<file path="config.mk">
export PLATFORM = sky130hd
export DESIGN_NAME = tad_divider
export DESIGN_NICKNAME = d
export VERILOG_FILES = /design/src/hw/rtl/tad_pkg.sv /design/src/hw/rtl/tad_div_cell.sv /design/src/hw/rtl/tad_divider.sv
export SDC_FILE = /design/constraint.sdc
export NUM_CORES = 1
export LEC_CHECK = 0
export BUFFER_PORTS_ARGS = -buffer_cell sky130_fd_sc_hd__buf_2
export CAP_MARGIN = 20
export CORE_ASPECT_RATIO = 2
export CORE_MARGIN = 5
export CORE_UTILIZATION = 30
export CTS_CLUSTER_SIZE = 24
export DETAILED_ROUTE_END_ITERATION = 8
export PLACE_DENSITY = 0.52
export SYNTH_ARGS = -nofsm -noshare
export SYNTH_HDL_FRONTEND = slang
export SYNTH_SLANG_ARGS = --single-unit
</file>
<file path="constraint.sdc">
create_clock -name clock -period 3.5 [get_ports clock]
set_input_delay 0.175 -clock clock [delete_from_list [all_inputs] [get_ports clock]]
set_output_delay 0.175 -clock clock [all_outputs]
set_load 0.01 [all_outputs]
</file>
<file path="src/hw/rtl/tad_pkg.sv">
// shared types and constants of the thermistor adc to temperature converter
`default_nettype none
package tad_pkg;

   // configuration register indexes
   localparam int CSR_INDEX_BITS = 3;
   localparam int CSR_DATA_BITS = 20;
   localparam logic [CSR_INDEX_BITS-1:0] CSR_ADC_FULL_SCALE = 3'd0;
   localparam logic [CSR_INDEX_BITS-1:0] CSR_VREF_MILLIVOLTS = 3'd1;
   localparam logic [CSR_INDEX_BITS-1:0] CSR_PULLUP_OHMS = 3'd2;
   localparam logic [CSR_INDEX_BITS-1:0] CSR_R25_OHMS = 3'd3;
   localparam logic [CSR_INDEX_BITS-1:0] CSR_BETA_KELVIN = 3'd4;
   localparam logic [CSR_INDEX_BITS-1:0] CSR_REFERENCE_CENTIKELVIN = 3'd5;

   // register widths
   localparam int FS_BITS = 16;
   localparam int VREF_BITS = 13;
   localparam int OHM_BITS = 20;
   localparam int BETA_BITS = 14;
   localparam int T0_BITS = 16;

   // result fields
   localparam int TEMP_BITS = 15;
   localparam int STATUS_BITS = 3;
   localparam logic [STATUS_BITS-1:0] ST_NORMAL = 3'd0;
   localparam logic [STATUS_BITS-1:0] ST_OPEN = 3'd1;
   localparam logic [STATUS_BITS-1:0] ST_SHORTED = 3'd2;
   localparam logic [STATUS_BITS-1:0] ST_CLAMP_LOW = 3'd3;
   localparam logic [STATUS_BITS-1:0] ST_CLAMP_HIGH = 3'd4;

   localparam logic signed [TEMP_BITS-1:0] TEMP_MAX_CENTI = 15'sd12500;
   localparam logic signed [TEMP_BITS-1:0] TEMP_MIN_CENTI = -15'sd4000;
   localparam logic signed [TEMP_BITS-1:0] OPEN_CENTI = -15'sd12700;

   // conversion constants
   localparam int OPEN_LIMIT = 10;
   localparam int NEAR_SUPPLY_MV = 3290;
   localparam int HIGH_R_FACTOR = 100;
   localparam int CENTI_SCALE = 100;
   localparam int ZERO_C_CENTIKELVIN = 27315;
   localparam int HOT_LIMIT_CENTIKELVIN = 39815;

   // resistance and log datapath
   localparam int R_BITS = 33;
   localparam int NORM_BITS = 64;
   localparam int MSB_BITS = 6;
   localparam int MANT_BITS = 31;
   localparam int LN2_BITS = 30;
   localparam logic [LN2_BITS-1:0] LN2_Q30 = 30'd744261118;

   // early verdict carried down the pipe
   typedef struct packed {
      logic                   forced;
      logic [STATUS_BITS-1:0] code;
   } verdict_type;

   localparam int VERDICT_BITS = $bits(verdict_type);

endpackage
`default_nettype wire

</file>
<file path="src/hw/rtl/tad_div_cell.sv">
// one restoring division cell: settles one quotient bit per cycle
`default_nettype none
module tad_div_cell
   import tad_pkg::*;
#(
   parameter int NUM_BITS = 8,
   parameter int DIV_BITS = 8,
   parameter int PAY_BITS = 1
) (
   input  logic                         clock,
   input  logic                         reset,
   input  logic                         up_valid,
   input  logic [DIV_BITS+NUM_BITS-1:0] up_acc,
   input  logic [DIV_BITS-1:0]          up_div,
   input  logic [PAY_BITS-1:0]          up_pay,
   output logic                         dn_valid,
   output logic [DIV_BITS+NUM_BITS-1:0] dn_acc,
   output logic [DIV_BITS-1:0]          dn_div,
   output logic [PAY_BITS-1:0]          dn_pay
);

   logic [DIV_BITS:0]          top;
   logic [DIV_BITS:0]          diff;
   logic                       qbit;
   logic [DIV_BITS-1:0]        rem;
   logic [DIV_BITS+NUM_BITS-1:0] acc_in;
   logic [DIV_BITS+NUM_BITS-1:0] acc_ff;
   logic [DIV_BITS-1:0]        div_ff;
   logic [PAY_BITS-1:0]        pay_ff;
   logic                       valid_ff;

   // shift in the next dividend bit and try a subtract
   always_comb begin
      top = up_acc[DIV_BITS+NUM_BITS-1 -: DIV_BITS+1];
      diff = top - {1'b0, up_div};
      qbit = (top >= {1'b0, up_div});
      rem = qbit ? diff[DIV_BITS-1:0] : top[DIV_BITS-1:0];
      acc_in = {rem, up_acc[NUM_BITS-2:0], qbit};
   end

   always_ff @(posedge clock) begin
      if (reset) begin
         valid_ff <= 1'b0;
      end else begin
         valid_ff <= up_valid;
      end
      acc_ff <= acc_in;
      div_ff <= up_div;
      pay_ff <= up_pay;
   end

   assign dn_valid = valid_ff;
   assign dn_acc = acc_ff;
   assign dn_div = div_ff;
   assign dn_pay = pay_ff;

endmodule
`default_nettype wire

</file>
<file path="src/hw/rtl/tad_divider.sv">
// pipelined restoring divider: a row of division cells, one per quotient bit
`default_nettype none
module tad_divider
   import tad_pkg::*;
#(
   parameter int NUM_BITS = 8,
   parameter int DIV_BITS = 8,
   parameter int PAY_BITS = 1
) (
   input  logic                clock,
   input  logic                reset,
   input  logic                up_valid,
   input  logic [NUM_BITS-1:0] up_num,
   input  logic [DIV_BITS-1:0] up_div,
   input  logic [PAY_BITS-1:0] up_pay,
   output logic                dn_valid,
   output logic [NUM_BITS-1:0] dn_quot,
   output logic [PAY_BITS-1:0] dn_pay
);

   logic                         valid_w [NUM_BITS+1];
   logic [DIV_BITS+NUM_BITS-1:0] acc_w [NUM_BITS+1];
   logic [DIV_BITS-1:0]          div_w [NUM_BITS];
   logic [PAY_BITS-1:0]          pay_w [NUM_BITS+1];

   assign valid_w[0] = up_valid;
   assign acc_w[0] = {{DIV_BITS{1'b0}}, up_num};
   assign div_w[0] = up_div;
   assign pay_w[0] = up_pay;

   // chain of cells, most significant quotient bit first
   for (genvar i = 0; i < NUM_BITS; i++) begin : g_cell
      if (i < NUM_BITS - 1) begin : g_mid
         tad_div_cell #(
            .NUM_BITS(NUM_BITS),
            .DIV_BITS(DIV_BITS),
            .PAY_BITS(PAY_BITS)
         ) u_cell (
            .clock(clock),
            .reset(reset),
            .up_valid(valid_w[i]),
            .up_acc(acc_w[i]),
            .up_div(div_w[i]),
            .up_pay(pay_w[i]),
            .dn_valid(valid_w[i+1]),
            .dn_acc(acc_w[i+1]),
            .dn_div(div_w[i+1]),
            .dn_pay(pay_w[i+1])
         );
      end else begin : g_last
         tad_div_cell #(
            .NUM_BITS(NUM_BITS),
            .DIV_BITS(DIV_BITS),
            .PAY_BITS(PAY_BITS)
         ) u_cell (
            .clock(clock),
            .reset(reset),
            .up_valid(valid_w[i]),
            .up_acc(acc_w[i]),
            .up_div(div_w[i]),
            .up_pay(pay_w[i]),
            .dn_valid(valid_w[i+1]),
            .dn_acc(acc_w[i+1]),
            .dn_div(),
            .dn_pay(pay_w[i+1])
         );
      end
   end

   assign dn_valid = valid_w[NUM_BITS];
   assign dn_quot = acc_w[NUM_BITS][NUM_BITS-1:0];
   assign dn_pay = pay_w[NUM_BITS];

endmodule
`default_nettype wire

</file>
* Word-level counts from Yosys, hierarchy flattened
Cells that the tools add are included.
** Word-level totals
- Register bits :: 192
- Input bits :: 20
- Output and inout port bits :: 10
- Logic and storage cells :: 54
** Cells by class
- Add/subtract/negate cells :: 7
- Magnitude comparators :: 8
- Multiplexer cells :: 7
** Operators with widths (number)
- $ge 9x8->1 :: 7
- $mux 8 :: 6
- $sub 8x8->8 :: 6
- $ge 1x8->1 :: 1
- $sub 1x8->8 :: 1
- $mux 1 :: 1

* Logic depth before layout (Yosys ltp)
- Word-level depth :: 2
- Gate-level depth with buffers :: 9
- Gate-level depth less buffers :: 8

* Cells and area by module
A second synthesis with hierarchy kept.
** Unflattened totals
- Cell total of the unflattened synthesis :: 765
- Area total of the unflattened synthesis :: 8399.3 sq um
** Modules (own cells, without submodules)
- tad_div_cell at g_cell[1].g_mid.u_cell ... :: instances 6, cells an instance 96, area each 1047.3 sq um, seq. area each 520.5 sq um
- tad_div_cell at g_cell[0].g_mid.u_cell :: instances 1, cells an instance 93, area each 1066.0 sq um, seq. area each 520.5 sq um
- tad_div_cell at g_cell[4].g_mid.u_cell :: instances 1, cells an instance 95, area each 1046.0 sq um, seq. area each 520.5 sq um
- tad_divider :: instances 1, cells an instance 1, area each 3.8 sq um, seq. area each 0.0 sq um

* Worst setup path after synthesis
No wires, ideal clock.
- Path kind :: flip-flop to flip-flop
- Start point :: register g_cell[2].g_mid.u_cell.div_ff[2]
- End point :: register g_cell[3].g_mid.u_cell.acc_ff[10]
- Setup time :: 0.121 ns
- Arrival :: 2.038 ns
- Data required time :: 3.379 ns
- Setup slack :: 1.342 ns
- Stages on the path, launching flop included :: 8
- Path buffers :: 0
- Clock period less this slack :: 2.158 ns
- Path through :: dfxtp_1 inv_1 ha_1 o211ai_1 a21o_2 a311oi_2 a2111oi_4 mux2_2
** On the way
- Word-level cells in the longest chain between the ends :: 2
- Elaborated cells on any way between the ends :: 3
- Classes of those cells :: add/sub (1); order compare (1); mux (1)
** Ends and longest elaborated chain
- start: declaration :: RTL line tad_div_cell.sv:28 : logic [DIV_BITS-1:0] div_ff;
- start signal: assignment :: RTL line tad_div_cell.sv:48 : div_ff <= up_div;
- $sub 8x8->8 or $ge 9x8->1 (tied branches) :: RTL line tad_div_cell.sv:35, tad_div_cell.sv:36
- $mux 8 (*) :: RTL line tad_div_cell.sv:37 : rem = qbit ? diff[DIV_BITS-1:0] : top[DIV_BITS-1:0];
- named net g_cell[3].g_mid.u_cell.rem[2] :: RTL line tad_div_cell.sv:25 : logic [DIV_BITS-1:0] rem;
- end signal: assignment :: RTL line tad_div_cell.sv:47 : acc_ff <= acc_in;
- end: declaration :: RTL line tad_div_cell.sv:27 : logic [DIV_BITS+NUM_BITS-1:0] acc_ff;
Mark *: on every way through the listed nets, which the timed path passes. The rest lies on a longest branch.
A chain may end at the register's enable or synchronous reset.

* Worst setup path after layout
- Start point :: register g_cell[2].g_mid.u_cell.div_ff[1]
- End point :: register g_cell[3].g_mid.u_cell.acc_ff[12]
Same word-level chain as after synthesis.

==> key figures <==
Status
  – Status: complete, no violations

Floorplanning
  – Height of the die: around 230 µm
  – Io pins: 30
  – Die width: 119.8 µm
  – Core Region: 0.02382 mm²
  – Die area: 0.02750 mm²
  – FP Rows: 80
  – Initial core utilization: 0.3036

CTS
  – TritonCTS clock tree: yes
  – Clk slew on worst S/H paths: 0.07 ns
  – CTS Buf Count: 17
  – Insertion delay to the later sink of the worst-skew pair: 0.43 ns
  – Clk sinks: about 190
  – Clock Tree Buf Depth: 2
  – Htree depth: 4
  – Root Buffer: clkbuf_16

Synth
  – YS warnings: 0
  – Synthesized area per cell: roughly 11 µm²
  – Synth unique cells: 43
  – Sequential share of the synthesized area: 0.5315
  – Top_reg_cell synth: dfxtp_1
  – Async set-reset flop share out of synthesis: 0
  – Post-synthesis register bit count: ~190
  – Synth Instances: between 600 and 700
  – Post-synth EDFFs: 0
  – Synthesized area: slightly above 0.007 mm²
  – Net count after synthesis: roughly 730

GRT
  – Remaining global-route overflow: 0
  – GR Util met1: 0.07239
  – Met3 Usage GRT: 0.03358
  – First-pass GRT wire length: 21.60 mm
  – Grt met2 use: 0.2245
  – Vias in the first global route: ~4700
  – All-Layer GR Usage: 0.1029
  – Largest net degree at the start of global routing: 17
  – Initial antenna violation count: 0
  – Most Used Layer, Global Route: met2

Worst setup path
  – R2R Path Start: g_cell[2].g_mid.u_cell.dn_div[1]
  – Crit path max fanout: 9
  – RR Endpoint: g_cell[3].g_mid.u_cell.dn_acc[12]
  – Reg2reg path depth: 7
  – Slowest cell on crit path: a2111oi_4
  – Setup CP Type: register to register
  – Critical Path Source Type: register
  – Worst path max stage delay: around 0.77 ns
  – Crit path capture type: register
  – Crit-path leading delay family: compound AO/OA/AOI/OAI gates
  – Reg2Reg Setup Slack: between 1 and 1.5 ns
  – Critical path arrival: 2.76 ns
  – Cell Chain, Critical Path: inv_1 -> ha_1 -> and3_1 -> nand3_1 -> a311oi_2 -> a2111oi_4 -> mux2_2
  – WP data required: about 3.8 ns
  – Crit path buf inv count: 1

Route
  – TritonRoute pass-1 iters: 4
  – Via count: roughly 4500
  – Final wirelength: ~13 mm
  – Via density: about 4.5
  – Iteration-0 DRC Markers: ~150
  – Post-route ant nets: 0
  – Avg WL per Cell: 13.24 µm
  – DRC: 0

Min path
  – Hold Crit Depth: 0
  – Hold Path Origin: g_cell[5].g_mid.u_cell.dn_acc[6]
  – Worst hold-check path type: register to register
  – Worst Hold Path EP: g_cell[6].g_mid.u_cell.dn_acc[7]

Layout
  – Fin area: around 0.0084 mm²
  – Net count, final: 784
  – Fillers: 2430
  – Final Util: 0.3538
  – Layout cells sized above 1: 0.1360
  – Fin cells: 1000
  – Area growth from synthesis to layout: 16.54%
  – Commonest cells after routing, fill and taps aside: dfxtp_1 (192), inv_1 (83), ha_1 (58), mux2_2 (34), buf_2 (29)
  – Commonest non-fill, non-tap cell in the layout: dfxtp_1
  – # diodes: 0

Power and ir drop
  – Pleak: 4.015 nW
  – Sequential Power Share: 0.435
  – Total net switching power: ~1.6 mW
  – Maximum VDD drop: ~280 µV
  – Power density cells: 705.4 mW/mm²
  – Internal: between 4 and 5 mW
  – Clock power share: 0.324
  – Comb power frac: 0.241
  – Sw frac: 0.2767

STA
  – Final hold violation count: 0
  – Crit path time final: approximately 2.4 ns
  – Slew Limit Fails: 0
  – Tightest Pin Transition: 0.7911 ns
  – Post-route clock skew: between 0.007 and 0.008 ns
  – Setup TNS: 0 ns
  – Period utilisation layout: 0.6970
  – Max Fclk: just over 0.4 GHz
  – Final setup violation count: 0
  – Final hold slack: roughly 0.32 ns
  – Worst slew margin: 0.4726
  – RSZ-0062 raised after global routing: false

Run
  – Max cap viols: 0

Placed design
  – Cell count after placement: between 900 and 1000
  – Post-DP Area: approximately 0.0076 mm²
  – GPL Wtd Cong: slightly below 0.8
  – PortBufs: 29
  – Final HPWL DP: approximately 10 mm
==> synthesized netlist by cell type, types with 7 or more instances <==
library cell  count  share of area
a21o_1           19          0.020
mux2_2           34          0.053
o21a_1           10          0.010
nor4_1            7         0.0061
buf_4             8         0.0083
inv_1            83          0.043
xnor2_1          17          0.021
nand3_1          11         0.0076
mux2i_1          13          0.018
nor3_1           18          0.012
dfxtp_1         192           0.53
nand2_1          10         0.0052
nor2b_1          14          0.012
nor2_1           28          0.015
ha_1             58           0.10
a211oi_1          9         0.0093
a211o_1           8         0.0097
a21oi_1          17          0.012
nand2b_1         13          0.011
o21ai_0          14         0.0097
==> layout make-up <==
class | count | area, µm² | share of cell area
flip-flops and latches | 192 | 3844 | 0.4561
clock buffers | 23 | 488.0 | 0.05790
well taps | 287 | 359.1 | 0.04261
inverters | 83 | 311.5 | 0.03697
clock inverters | 9 | 106.4 | 0.01262
multi-input cells | 357 | 2974 | 0.3529
repair buffers | 49 | 345.3 | 0.04097
==> registers in the layout, indices dropped and copies added, names as in the netlist <==
signal,flops
g_cell.g_last.u_cell.dn_valid,1
g_cell.g_last.u_cell.dn_pay,1
g_cell.g_mid.u_cell.dn_pay,7
g_cell.g_mid.u_cell.dn_acc,112
g_cell.g_last.u_cell.dn_acc,8
g_cell.g_mid.u_cell.dn_div,56
g_cell.g_mid.u_cell.dn_valid,7
==> metal layers <==
metal / vias to the layer above / part of all wire
li1: 2321 / -
met1: 2149 / 0.30
met2: 54 / 0.64
met3: 22 / 0.029
met4: 0 / 0.026
met5: - / 0
==> through the flow <==
step / setup slack, ns / total power, mW
floorplan: 1.342 / 3.751
global route: 0.9038 / 6.283
finish: 1.061 / 5.945
detailed placement: 1.013 / 4.063
CTS: 1.013 / 6.054
global placement: 1.081 / 4.041
==> cell families (layout without fill, tap and decap cells) <==
| logic type | count (synthesis) | in the layout | synth area share |
|---|---|---|---|
| DFF | 192 | 192 | 0.5315 |
| and+or+nand+nor | 116 | 116 | 0.08304 |
| AOI/OAI and AO/OA | 109 | 109 | 0.1149 |
| buffers and inverters | 101 | 164 | 0.05727 |
| adders and majority gates | 64 | 64 | 0.1170 |
| muxes | 47 | 47 | 0.07093 |
| xor gates and xnor gates | 21 | 21 | 0.02543 |
==> power by group through the flow <==
stage          clock network [mW]  registers (mW)  logic [mW]
2_1_floorplan                   0            2.59        1.16
3_3_place_gp                    0            2.64        1.40
3_5_place_dp                    0            2.64        1.43
4_1_cts                      2.01            2.59        1.46
5_1_grt                      2.09            2.61        1.58
6_report                     1.93            2.58        1.43
==> worst register-to-register path: cells and delay by family (launching register included) <==
kind,cells,cell delay (ns)
adders and majority gates,1,0.28
muxes,1,0.42
buffers and inverters,1,0.06
AOI/OAI and AO/OA,2,0.90
and+or+nand+nor,2,0.32
DFF,1,0.37
==> worst max-delay path by stage <==
stage | cells after the start | startpoint | end | slack [ns]
final | 7 | g_cell[2].g_mid.u_cell.dn_div[1] | g_cell[3].g_mid.u_cell.dn_acc[12] | 1.06
after global routing | 6 | g_cell[2].g_mid.u_cell.dn_div[4] | g_cell[3].g_mid.u_cell.dn_acc[12] | 0.90
after CTS | 7 | g_cell[2].g_mid.u_cell.dn_div[1] | g_cell[3].g_mid.u_cell.dn_acc[12] | 1.01
after detailed placement | 7 | g_cell[2].g_mid.u_cell.dn_div[1] | g_cell[3].g_mid.u_cell.dn_acc[12] | 1.01
after global placement | 7 | g_cell[2].g_mid.u_cell.dn_div[1] | g_cell[3].g_mid.u_cell.dn_acc[14] | 1.08
after floorplan | 7 | g_cell[2].g_mid.u_cell.dn_div[2] | g_cell[3].g_mid.u_cell.dn_acc[10] | 1.34
==> repair_timing <==
item	CTS	global route
hold buffers	20	0
hold endpoints to repair	25	0
gates resized for setup	0	0
setup buffers	0	0
(Power assumes the default switching activity.)
